<file path="config.mk">
export PLATFORM = sky130hd
export DESIGN_NAME = ttc_log_cell
export DESIGN_NICKNAME = d
export VERILOG_FILES = /design/src/rtl/ttc_pkg.sv /design/src/rtl/ttc_log_cell.sv
export SDC_FILE = /design/constraint.sdc
export NUM_CORES = 2
export LEC_CHECK = 0
export BUFFER_PORTS_ARGS = -buffer_cell sky130_fd_sc_hd__buf_4
export CORE_ASPECT_RATIO = 0.6
export CORE_MARGIN = 1
export CORE_UTILIZATION = 43
export DETAILED_ROUTE_END_ITERATION = 6
export PLACE_DENSITY = 0.56
export SLEW_MARGIN = 20
export SYNTH_ARGS = -nofsm -noshare
export SYNTH_HDL_FRONTEND = slang
export SYNTH_SLANG_ARGS = --single-unit
export TNS_END_PERCENT = 30
</file>
<file path="constraint.sdc">
create_clock -name i_clk -period 12.1 [get_ports i_clk]
set_input_delay 2.42 -clock i_clk [delete_from_list [all_inputs] [get_ports i_clk]]
set_output_delay 2.42 -clock i_clk [all_outputs]
set_load 0.01 [all_outputs]
</file>
<file path="src/rtl/ttc_pkg.sv">
`timescale 1ns / 1ps

package ttc_pkg;

    // field and datapath widths
    localparam int VOLT_W = 15;
    localparam int RES_W  = 24;
    localparam int TEMP_W = 16;
    localparam int PROD_W = 35;
    localparam int TOP_W  = 6;
    localparam int MANT_W = 32;
    localparam int FRAC_W = 24;
    localparam int LOG_W  = TOP_W + FRAC_W;
    localparam int RN_W   = 36;
    localparam int DEN_W  = 48;
    localparam int NUM_W  = 63;
    localparam int TQ_W   = 17;

    // constants of the conversion
    localparam logic [29:0] LN2_Q30      = 30'd744261118;
    localparam int          KELVIN_CENTI = 27315;

    // configuration register indexes
    localparam logic [2:0] CFG_SUPPLY   = 3'd0;
    localparam logic [2:0] CFG_SERIES   = 3'd1;
    localparam logic [2:0] CFG_REF_TEMP = 3'd2;
    localparam logic [2:0] CFG_REF_OHMS = 3'd3;
    localparam logic [2:0] CFG_BETA     = 3'd4;

    // reset values of the configuration
    localparam logic [14:0] RST_SUPPLY   = 15'd5144;
    localparam logic [19:0] RST_SERIES   = 20'd3000;
    localparam logic [8:0]  RST_REF_TEMP = 9'd20;
    localparam logic [19:0] RST_REF_OHMS = 20'd12110;
    localparam logic [16:0] RST_BETA     = 17'd34205;

    typedef enum logic [1:0] {
        STAT_OK   = 2'd0,
        STAT_HIGH = 2'd1,
        STAT_ZERO = 2'd2
    } t_status;

    // values riding along the resistance divider
    typedef struct packed {
        logic [TOP_W-1:0]  top_b;
        logic [TOP_W-1:0]  top_a;
        logic              rsat;
        logic [VOLT_W-1:0] volt;
        t_status           stat;
    } t_res_pass;

    // values riding along the temperature divider
    typedef struct packed {
        logic [RES_W-1:0]  res;
        logic              tsat;
        logic              nonpos;
        logic [VOLT_W-1:0] volt;
        t_status           stat;
    } t_tmp_pass;

endpackage

</file>
<file path="src/rtl/ttc_log_cell.sv">
`timescale 1ns / 1ps

module ttc_log_cell (
    input  logic                          i_clk,
    input  logic                          i_en,
    input  logic [ttc_pkg::MANT_W-1:0]    i_mant,
    input  logic [ttc_pkg::FRAC_W-1:0]    i_frac,
    output logic [ttc_pkg::MANT_W-1:0]    o_mant,
    output logic [ttc_pkg::FRAC_W-1:0]    o_frac
);

    logic [2*ttc_pkg::MANT_W-1:0] w_sq;
    logic [ttc_pkg::MANT_W:0]     w_sh;
    logic [ttc_pkg::MANT_W-1:0]   n_mant;
    logic [ttc_pkg::FRAC_W-1:0]   n_frac;
    logic [ttc_pkg::MANT_W-1:0]   r_mant;
    logic [ttc_pkg::FRAC_W-1:0]   r_frac;

    // square the mantissa, one fraction bit falls out of the overflow
    always_comb begin
        w_sq = (2*ttc_pkg::MANT_W)'(i_mant) * (2*ttc_pkg::MANT_W)'(i_mant);
        w_sh = w_sq[2*ttc_pkg::MANT_W-1:ttc_pkg::MANT_W-1];
        if (w_sh[ttc_pkg::MANT_W]) begin
            n_mant = w_sh[ttc_pkg::MANT_W:1];
            n_frac = {i_frac[ttc_pkg::FRAC_W-2:0], 1'b1};
        end else begin
            n_mant = w_sh[ttc_pkg::MANT_W-1:0];
            n_frac = {i_frac[ttc_pkg::FRAC_W-2:0], 1'b0};
        end
    end

    always_ff @(posedge i_clk) begin
        if (i_en) begin
            r_mant <= n_mant;
            r_frac <= n_frac;
        end
    end

    assign o_mant = r_mant;
    assign o_frac = r_frac;

endmodule

</file>
==> run metrics <==
post-synth top area share=50.24%; Fin Setup TNS=0 ns; initial antenna violation count=0; Fill cells=between 7000 and 8000; Cells after Synth=3284; Max-Cap Viols=0; Critical Path Sink=o_mant[13]$_DFFE_PP_; footprint of the multi-input gates=0.02562 sq mm; Worst Path Required=about 12 ns; Starting Density=43.67%; Slew Limit Headroom=a little under half; largest net degree at the start of global routing=57; dpl ws=0.9176 ns; final setup margin=approximately 1.1 ns; Die Span Y=~210 microns; Routed WL=87370 microns; final routed DRC violation total=0; clock sink total=between 50 and 60; post-CTS sizing=0; H-tree depth=2; number of flops mapped to enable cells by yosys=between 50 and 60; setup bufs post-CTS=0; CP Launch Type=primary input; Synthesized Nets=~4400; CTS tree=yes; Overflow after GRT=0; core footprint=between 0.07 and 0.08 sq mm; Die ar.=roughly 0.074 sq mm; FP Rows=76; post-synthesis async set-or-reset flop share=0%; Crit path arrival time=approximately 11 ns; worst min path class=primary input to flop; drt wl/cell=slightly above 20 microns; Worst Path Max Fanout=23; Starting DRT DRC Count=between 1500 and 2000; placed insts=around 4300; Nets=approximately 4400; fin util=46.21%; Yosys reg bits=between 50 and 60; unique cell type count in the Yosys netlist=67; Root Buffer=clkbuf_16; post-DP HPWL=71330 microns; Die X=roughly 350 microns; CTS buffer count=5; GRT Total Usage=between 20% and 30%; Post-Layout Cell Count=between 4000 and 5000; FF+latch area=0.001682 sq mm; Slew Viols, Final=0; Setup CP Type=primary input to flop; synthesis-to-finish area growth=5.811%; global-route wire length before repair=between 100000 and 150000 microns; Final Setup Violations=0; min cycle time layout=approximately 11 ns; worst-margin pin slew=approximately 0.82 ns; CP startpoint=i_mant[15]; Final Hold Viols=0; vias in the first global route=approximately 22000; PortBufs=about 110; Post-CTS Hold Buffers=0; status=completed; mapped cell area=0.03152 sq mm; Clock Path Buffers=2; Worst-path clk slew=around 0.070 ns; Synth area leader=fa_1; commonest cells in the netlist=986 x inv_1, 791 x fa_1, 300 x ha_1, 294 x nand2_1, 235 x and2_1; top post-synthesis cells by area=fa_1 50%, ha_1 12%, inv_1 12%, edfxtp_1 5.3%, and2_1 4.7%; CP Capture Type=flop; Seq/Total Area, Yosys=5.335%; layout cells sized above 1=5.369%; Main synth FF type=edfxtp_1; cell with the most instances after synthesis=inv_1; post-route clock period utilization=between 90% and 100%; Vias=approximately 21000; Synth warnings=0; f_max=between 90 and 100 MHz; Ports=between 100 and 150; vias per std cell=5.011; 1st-pass router iterations=5; RSZ-0062 raised after global routing=false; GP Congestion=slightly above 0.9; Avg Cell Area, Syn=around 9.6 sq um; post-route antenna net violation count=0
-- cells by family (layout without fill, tap and decap cells) --
| kind of cell | Yosys count | in the layout | share of synthesized area, % |
|---|---|---|---|
| AOI/OAI and AO/OA | 238 | 238 | 5.105 |
| xor gates and xnor gates | 75 | 75 | 2.084 |
| adders and majority gates | 1091 | 1091 | 62.15 |
| buffers and inverters | 1111 | 1124 | 13.40 |
| DFF | 56 | 56 | 5.335 |
| muxes | 30 | 30 | 1.203 |
| other | 0 | 1 | 0 |
| and+or+nand+nor | 683 | 683 | 10.73 |
-- placed cells by master (no fill, tap or decap), drive strengths merged, types with 5 or more instances in the layout --
cell type	count
a211oi	5
a21o	37
a21oi	66
a221oi	5
a31o	11
a31oi	9
and2	236
and3	6
buf	129
clkbuf	6
edfxtp	56
fa	791
ha	300
inv	986
mux2	18
mux2i	12
nand2	294
nand2b	5
nand3	8
nand4	19
nor2	62
nor2b	9
nor3	15
nor4	5
o211ai	11
o21a	7
o21ai	32
o21bai	17
o31ai	7
or2	6
xnor2	41
xor2	34
-- how the worst min path moves through the flow --
stage | startpoint | endpoint | slack, ns | depth (start not counted)
after global placement | i_frac[15] | o_frac[16]$_DFFE_PP_ | 2.60 | 1
after global routing | i_frac[11] | o_frac[12]$_DFFE_PP_ | 2.28 | 1
after floorplan | i_frac[9] | o_frac[10]$_DFFE_PP_ | 2.52 | 0
after CTS | i_frac[19] | o_frac[20]$_DFFE_PP_ | 2.28 | 1
after detailed placement | i_frac[2] | o_frac[3]$_DFFE_PP_ | 2.60 | 1
final | i_frac[19] | o_frac[20]$_DFFE_PP_ | 2.29 | 1
-- state kept, by name (all words and copies together), names as in the netlist --
| name | count |
|---|---|
| o_mant | 32 |
| o_frac | 24 |
-- routing by layer --
layer  GRT usage, %  up-vias  wire length (microns)  share of wire [%]
met1          42.28    10880                  45560                 52
li1               -     9678                      -                  -
met3          6.282       37                   9077                 10
met5              0        -                      0                  0
met4          1.694        0                    701               0.80
met2          31.03      822                  32030                 37
-- final cells by class --
type	instances	share of cell area, %
diodes	1	0.007503
clock buffers	6	0.3864
clock inverters	2	0.04877
inverters	987	11.11
multi-input cells	2117	76.81
flip-flops and latches	56	5.042
well taps	975	3.658
repair buffers	129	2.941
-- metrics by stage --
stage | hold WS (ns) | instance area [sq um]
final | 2.293 | 33350
after global routing | 2.276 | 33350
after CTS | 2.284 | 33350
after detailed placement | 2.599 | 33200
after global placement | 2.598 | 33200
after floorplan | 2.519 | 31520
-- critical path: stages --
cell and delay (ns):
buf_4 0.39, inv_1 0.46, nor2_1 0.38, fa_1 0.48, fa_1 0.45, fa_1 0.56
inv_1 0.06, fa_1 0.47, inv_1 0.05, fa_1 0.48, fa_1 0.45, fa_1 0.54
fa_1 0.43, ha_1 0.38, a21oi_1 0.10, o21ai_0 0.47, nand4_1 0.21, a311oi_1 0.27
o21ai_1 0.11, buf_4 0.18, o211a_1 0.27, o21a_4 0.27, or3_2 0.56, buf_12 0.20
mux2_4 0.31
Power is not shown: default switching activity piles up to over one toggle a cycle in this logic, so the estimate is an artifact.
