**config.mk**
```make
export PLATFORM = sky130hd
export DESIGN_NAME = ttc_div_cell
export DESIGN_NICKNAME = d
export VERILOG_FILES = /design/src/rtl/ttc_div_cell.sv
export SDC_FILE = /design/constraint.sdc
export NUM_CORES = 1
export LEC_CHECK = 0
export BUFFER_PORTS_ARGS = -buffer_cell sky130_fd_sc_hd__buf_2
export CAP_MARGIN = 20
export CORE_ASPECT_RATIO = 0.7
export CORE_UTILIZATION = 49
export CTS_CLUSTER_DIAMETER = 40
export DETAILED_ROUTE_END_ITERATION = 8
export PLACE_DENSITY = 0.82
export SYNTH_ARGS = -nofsm -noshare
export SYNTH_HDL_FRONTEND = slang
export SYNTH_SLANG_ARGS = --single-unit
```
**constraint.sdc**
```tcl
create_clock -name i_clk -period 3.9 [get_ports i_clk]
set_clock_uncertainty 0.05 [all_clocks]
set_input_delay 0.975 -clock i_clk [delete_from_list [all_inputs] [get_ports i_clk]]
set_output_delay 0.975 -clock i_clk [all_outputs]
set_load 0.01 [all_outputs]
```
**src/rtl/ttc_div_cell.sv**
```systemverilog
`timescale 1ns / 1ps

module ttc_div_cell #(
    parameter int NW  = 36,
    parameter int DW  = 15,
    parameter int QW  = 24,
    parameter int BIT = 0,
    parameter int PW  = 1
) (
    input  logic          i_clk,
    input  logic          i_en,
    input  logic [NW-1:0] i_rem,
    input  logic [QW-1:0] i_quo,
    input  logic [DW-1:0] i_den,
    input  logic [PW-1:0] i_pass,
    output logic [NW-1:0] o_rem,
    output logic [QW-1:0] o_quo,
    output logic [DW-1:0] o_den,
    output logic [PW-1:0] o_pass
);

    localparam int CW = (NW > DW + BIT) ? NW + 1 : DW + BIT + 1;

    logic [CW-1:0] w_rem;
    logic [CW-1:0] w_sub;
    logic          w_ge;
    logic [NW-1:0] n_rem;
    logic [QW-1:0] n_quo;
    logic [NW-1:0] r_rem;
    logic [QW-1:0] r_quo;
    logic [DW-1:0] r_den;
    logic [PW-1:0] r_pass;

    // one restoring step for quotient bit BIT
    always_comb begin
        w_rem = CW'(i_rem);
        w_sub = CW'(i_den) << BIT;
        w_ge  = (w_rem >= w_sub);
        if (w_ge) begin
            n_rem = NW'(w_rem - w_sub);
            n_quo = i_quo | (QW'(1) << BIT);
        end else begin
            n_rem = i_rem;
            n_quo = i_quo;
        end
    end

    always_ff @(posedge i_clk) begin
        if (i_en) begin
            r_rem  <= n_rem;
            r_quo  <= n_quo;
            r_den  <= i_den;
            r_pass <= i_pass;
        end
    end

    assign o_rem  = r_rem;
    assign o_quo  = r_quo;
    assign o_den  = r_den;
    assign o_pass = r_pass;

endmodule

```
==> results of run 1 <==
-- flip-flops by register name, indices dropped and copies added, names as in the netlist --
| register | count |
|---|---|
| o_rem | 36 |
| o_quo | 24 |
| o_den | 15 |
| o_pass | 1 |
-- cell usage after synthesis, types with 3 or more instances --
cell type and number:
a21oi_1 20, nand4_1 4, nand3b_1 3, or3_1 5, mux2_4 6, nor3_1 10
a21o_1 6, ha_1 15, o21ai_0 4, nand3_1 7, nor2b_1 5, and2_1 3
o21a_1 4, xor2_1 11, inv_1 18, edfxtp_1 76, buf_2 3, nand2_1 11
xnor2_1 23, nor2_1 21, or4_1 7
-- cells by family (layout without fill, tap and decap cells) --
group,count (synthesis),after routing
buffers and inverters,23,194
AND/OR/NAND/NOR,89,89
flip-flops,76,76
multiplexers,6,6
XOR/XNOR,34,34
AO/OA/AOI/OAI,49,49
adder cells (fa/ha/maj),16,16
-- power breakdown --
part / switching, W / internal, W
clock: 0.000323 / 0.000240
sequential: 0.0000194 / 0.000993
combinational: 0.000209 / 0.000178
-- routing by layer --
layer / wire [µm] / share of wire / up-vias
met5: 0 / 0 / -
met4: 106 / 0.012 / 0
met3: 654 / 0.074 / 10
met2: 4148 / 0.47 / 119
met1: 3969 / 0.45 / 1377
li1: - / - / 1426
-- area by class of cell --
| cell class | count | area [µm²] |
|---|---|---|
| multi-input combinational | 194 | 1430 |
| tap | 98 | 122.6 |
| clock buffer | 9 | 123.9 |
| inverter | 18 | 67.56 |
| sequential | 76 | 2282 |
| clock inverter | 7 | 56.30 |
| fill | 544 | 2501 |
| timing repair buffer | 160 | 833.3 |
-- worst min-delay path by stage --
stage / end / cells past startpoint / slack (ps)
CTS: o_quo[1] / 1 / 720
finish: o_quo[2] / 1 / 730
global placement: o_quo[8] / 1 / 1100
global route: o_quo[1] / 1 / 710
floorplan: o_den[0] / 0 / 1020
detailed placement: o_quo[1] / 1 / 1100
-- per-stage QoR --
stage | hold slack [ps] | setup WS, ps | total power [W] | util
after detailed placement | 1103 | 33.02 | 0.001417 | 0.6385
after global placement | 1102 | 103.4 | 0.001405 | 0.6385
after floorplan | 1024 | 334.6 | 0.001238 | -
after global routing | 712.1 | 312.5 | 0.002045 | 0.6628
final | 734.3 | 384.1 | 0.001963 | 0.6628
after CTS | 715.0 | 414.1 | 0.001978 | 0.6628
-- worst max-delay path, cell delays in order --
cell	delay, ps
buf_2	90
inv_1	40
ha_1	220
fa_1	410
nor2b_1	190
o21bai_1	130
a211oi_1	260
and4bb_2	280
a211o_2	400
or4_1	440
xnor2_1	140
==> impl_results.md, run 1 <==
* Root Buffer: clkbuf_8
* H-tree level count at 3
* Worst-path fanout max at 8
* Vias in the first global route at approximately 2700
* Setup violations, final at 0
* Simple-gate share of the synthesized area at 0.1357
* Crit end category: flip-flop
* Clock buffer count from CTS at 9
* GPL Wtd Cong at roughly 0.91
* Period utilization at 0.9015
* Clock Tree Buf Depth at 2
* Leading area contributor after synthesis: edfxtp_1
* Antenna cell count at 0
* Pwr Density at between 300 and 400 nW/µm²
* Vias post-DR at roughly 2900
* Total track usage at 0.2190
* Max cap viols at 0
* Placeable Area at between 7000 and 8000 µm²
* Die ar. at just over 8000 µm²
* CTS Hold Bufs at 0
* Seq cells post-synth at 76
* Die width at around 110 µm
* Critical Path Start Type: input port
* Post-synth top area share at 0.5978
* Worst hold path class: in2reg
* CTS tree: built
* Synth async-reset ratio at 0
* WP data arrival at 3570 ps
* Antenna Violating Nets Remaining at 0
* Post-CTS Resized at 0
* Met2 Usage GRT at 0.3504
* Initial core utilization at 0.5147
* Area Growth Syn to Fin at 28.78%
* Placed Area at 4736 µm²
* Area contributors post-synth: edfxtp_1 (60%), xnor2_1 (5.3%), ha_1 (4.9%)
* Synth cell types at 45
* YS warnings at 0
* Peak supply drop at 0.0002371 V
* Slew Limit Headroom at 0.3653
* Status: finished, final reports clean
* DR pass1 iterations at 4
* Post-route cell area at 4916 µm²
* Synthesized Nets at roughly 390
* CTS sink count at 76
* CP required at about 4000 ps
* EDFF count, synth at 76
* Share of cells above drive strength 1 at 0.4138
* RSZ-0062 raised after global routing: false
* DRC at 0
* Avg Vias per Cell at about 5.2
* Setup bufs post-CTS at 0
* I/O Buffers at approximately 150
* Peak Freq at around 280 MHz
* Final Hold Fails at 0
* GR Util met3 at 0.06843
* Total wire length at 8.878 mm
* Synth Area in Compound Gates at 0.08292
* Cell Area, Synth at ~3800 µm²
* IO Pins at 154
* Synth Instances at between 200 and 300
* Syn Area/Cell at around 13 µm²
* TNS Setup at 0 ps
* Final net count at approximately 550
* DIE HEIGHT at between 70 and 80 µm
* Largest net degree at the start of global routing at between 70 and 80
* Xor and xnor area share after synthesis at 0.07801
* Mux cell area share after synthesis at 0.02360
* Seq/Total Area, Yosys at 0.5978
* Top Usage Layer GRT: met2
* Largest family of logic cells by synthesized area: simple AND/OR/NAND/NOR gates
* DR WL/cell at around 16 µm
* Post-DP HPWL at 6.787 mm
* Setup crit end: o_rem[21]
* # rows at 26
* Antenna violations before repair at 0
* Critical Path Start: i_rem[0]
* Leakage at 2.115 nW
* Worst-Margin Slew at between 900 and 1000 ps
* Hold Startpoint: i_quo[2]
* Top FF cell, synth: edfxtp_1
* M1 GR Usage at 0.2793
* Post-synthesis adder-cell area fraction at 0.05441
* GR Overflow Total at 0
* Most common cell after layout, fill and taps aside: buf_2
* Detailed router's first-iteration violation count at roughly 110
* Fin. max-slew vios at 0
* First-pass GRT wire length at about 13 mm
* Reg clk slew, reported paths at around 90 ps
* Setup CP Type: in2reg
* Most frequent cells in the layout: buf_2 (152), edfxtp_1 (76), xnor2_1 (23), nor2_1 (21), a21oi_1 (20)
* Finished Layout Cells at roughly 560
* Cells after DPL at 546
* Clock period minus final worst setup slack at roughly 3500 ps
No activity file was read; power rests on OpenSTA's default activity.
==> run 2: changes to the inputs <==
REMOVE_ABC_BUFFERS = 1   (was unset)
clock period = 3.75 ns   (was 3.9 ns; I/O delays follow)
==> run 2 against run 1 <==
Total power increased by 7.3%. Hold slack got worse by 37 ps. Global-route usage is 0.91 points higher. Clock-buffer cell count did not move. First-iteration DRC count is 48% higher. Design area rose by 1.3%. Utilization grew 0.86 points. Sequential cell count stayed put. Critical path depth unchanged. Routed wire length rose by 4.3%.
==> impl_results.md, run 2 (same netlist as run 1, synthesis figures left out) <==
* Switching share of power at 0.2716 (-0.009473)
* Clock period minus final worst setup slack at 3453 ps
* Placeable Area at 7417 µm² (unchanged)
* Crit path depth at 11 (unchanged)
* Clock Tree Buf Depth at 2 (unchanged)
* Status: finished, final reports clean
* Crit path buf inv count at 2 (unchanged)
* DIE HEIGHT at 75.85 µm (unchanged)
* Area Growth Syn to Fin at 30.45%
* Final Hold Fails at 0 (unchanged)
* Largest register FFs at 36 (unchanged)
* Finished Layout Cells at 568 (+1.1%)
* Post-DP HPWL at 6.865 mm (+1.2%)
* Period utilization at 0.9207
* Peak supply drop at 0.0001971 V (-17%)
* Fillers at 555 (+2.0%)
* Total wire length at 9.262 mm (+4.3%)
* Leakage at 2.148 nW (+1.6%)
* Vias post-DR at 2989 (+1.9%)
* Peak Freq at a little under 300 MHz
* Most frequent cells in the layout: buf_2 (152), edfxtp_1 (76), xnor2_1 (23), nor2_1 (21), a21oi_1 (20)
* Max cap viols at 0 (unchanged)
* H-tree level count at 3 (unchanged)
* Critical Path Start Type: input port
* TNS Setup at 0 ps (unchanged)
* GPL Wtd Cong at 0.8870 (-2.0%)
* Antenna violations before repair at 0 (unchanged)
* Worst-path fanout max at 7 (-1)
* Worst-Margin Slew at 967.3 ps (+15.21 ps)
* DR WL/cell at 16.31 µm (+3.2%)
* Worst-path cell chain: buf_2 > inv_1 > ha_1 > fa_1 > nor2b_1 > o21bai_1 > a211oi_1 > and4bb_2 > a211o_2 > or4_1 > xnor2_1
* M1 GR Usage at 0.2749 (-0.004383)
* Comb power frac at 0.196 (about the same)
* DR pass1 iterations at 5 (+1)
* Fin. max-slew vios at 0 (unchanged)
* Setup CP Type: in2reg
* CTS Hold Bufs at 0 (unchanged)
* I/O Buffers at 153 (unchanged)
* Share of cells above drive strength 1 at 0.4191 (+0.005356)
* Sequential group share of total power at 0.499 (-0.017)
* Final worst slack at 297.3 ps (-86.81 ps)
* NetSw at 0.0005723 W (+3.7%)
* First-pass GRT wire length at 13.70 mm (+4.6%)
* Setup bufs post-CTS at 0 (unchanged)
* Initial core utilization at 0.5147 (unchanged)
* CTS tree: built
* Antenna Violating Nets Remaining at 0 (unchanged)
* Final net count at 559 (+1.1%)
* Antenna cell count at 0 (unchanged)
* WP data arrival at 3510 ps (-60 ps)
* Worst hold path class: in2reg
* Cells after DPL at 552 (+1.1%)
* Pint at 0.001535 W (+8.8%)
* Pwr Density at 423.1 nW/µm² (+6.0%)
* IO Pins at 154 (unchanged)
* Die width at 107.5 µm (unchanged)
* Clock buffer count from CTS at 9 (unchanged)
* Reg clk slew, reported paths at 90 ps (about the same)
* RSZ-0062 raised after global routing: false
* GR Util met3 at 0.08383 (+0.01540)
* Total track usage at 0.2281 (+0.009106)
* Vias in the first global route at 2904 (+6.1%)
* Met2 Usage GRT at 0.3789 (+0.02849)
* CP max-delay cell: or4_1
* Clock group share of total power at 0.305 (+0.018)
* Post-route cell area at 4980 µm² (+1.3%)
* DRC at 0 (unchanged)
* Root Buffer: clkbuf_8
* Most common cell after layout, fill and taps aside: buf_2
* Slew Limit Headroom at 0.3551 (-0.01014)
* Crit path max-delay family: simple AND/OR/NAND/NOR gates
* CP max stage delay at 440 ps (about the same)
* GR Overflow Total at 0 (unchanged)
* Die ar. at 8153 µm² (unchanged)
* Placed Area at 4781 µm² (+0.95%)
* Top Usage Layer GRT: met2
* # rows at 26 (unchanged)
* Detailed router's first-iteration violation count at 161 (+48%)
* Crit end category: flip-flop
* Setup violations, final at 0 (unchanged)
* Avg Vias per Cell at 5.262 (+0.87%)
* Setup WS pre-CTS at -77.29 ps (-110.3 ps)
* CP required at 3810 ps (-150 ps)
* Largest net degree at the start of global routing at 77 (unchanged)
* CTS sink count at 76 (unchanged)
* Hold Path Stages at 1 (unchanged)
* Post-CTS Resized at 0 (unchanged)
-- run 2: cell types whose count changed in the layout (fill, tap and decap cells not counted) --
| cell | previous run | this run |
|---|---|---|
| clkinvlp_4 | 1 | 2 |
| bufinv_16 | 0 | 1 |
| buf_4 | 7 | 13 |
| clkinv_2 | 1 | 0 |
| inv_6 | 4 | 2 |
| clkinv_1 | 0 | 1 |
-- run 2: routing by layer --
metal / up-vias / share of wire
li1: 1443 / -
met1: 1407 / 0.43
met3: 16 / 0.076
met5: - / 0
met2: 123 / 0.47
met4: 0 / 0.020
-- run 2: area by class of cell --
| class | count | area, µm² | area share |
|---|---|---|---|
| clock buffers | 9 | 123.9 | 0.02487 |
| clock inverters | 7 | 75.07 | 0.01508 |
| inverters | 18 | 67.56 | 0.01357 |
| multi-input cells | 194 | 1430 | 0.2872 |
| flip-flops and latches | 76 | 2282 | 0.4583 |
| well taps | 98 | 122.6 | 0.02462 |
| repair buffers | 166 | 878.3 | 0.1764 |
-- run 2: stage by stage --
step                        util  total power [W]  hold WS, ps
after floorplan                -         0.001287        986.4
after global placement    0.6446         0.001468         1065
after detailed placement  0.6446         0.001481         1067
after CTS                 0.6714         0.002119        684.7
after global routing      0.6714         0.002194        676.1
final                     0.6714         0.002107        697.2
-- run 2: final timing paths --
check | start | endpoint | slack (ps)
hold / removal | i_quo[14] | o_quo[14] | 700
setup / recovery | i_rem[0] | o_rem[21] | 300
-- run 2: power groups by stage --
| stage | registers, W | logic [W] | clock network, W |
|---|---|---|---|
| after CTS | 0.00105 | 0.000414 | 0.000652 |
| after floorplan | 0.00112 | 0.000167 | 0 |
| final | 0.00105 | 0.000413 | 0.000642 |
| after global routing | 0.00106 | 0.000452 | 0.000683 |
| after detailed placement | 0.00107 | 0.000409 | 0 |
| after global placement | 0.00107 | 0.000397 | 0 |
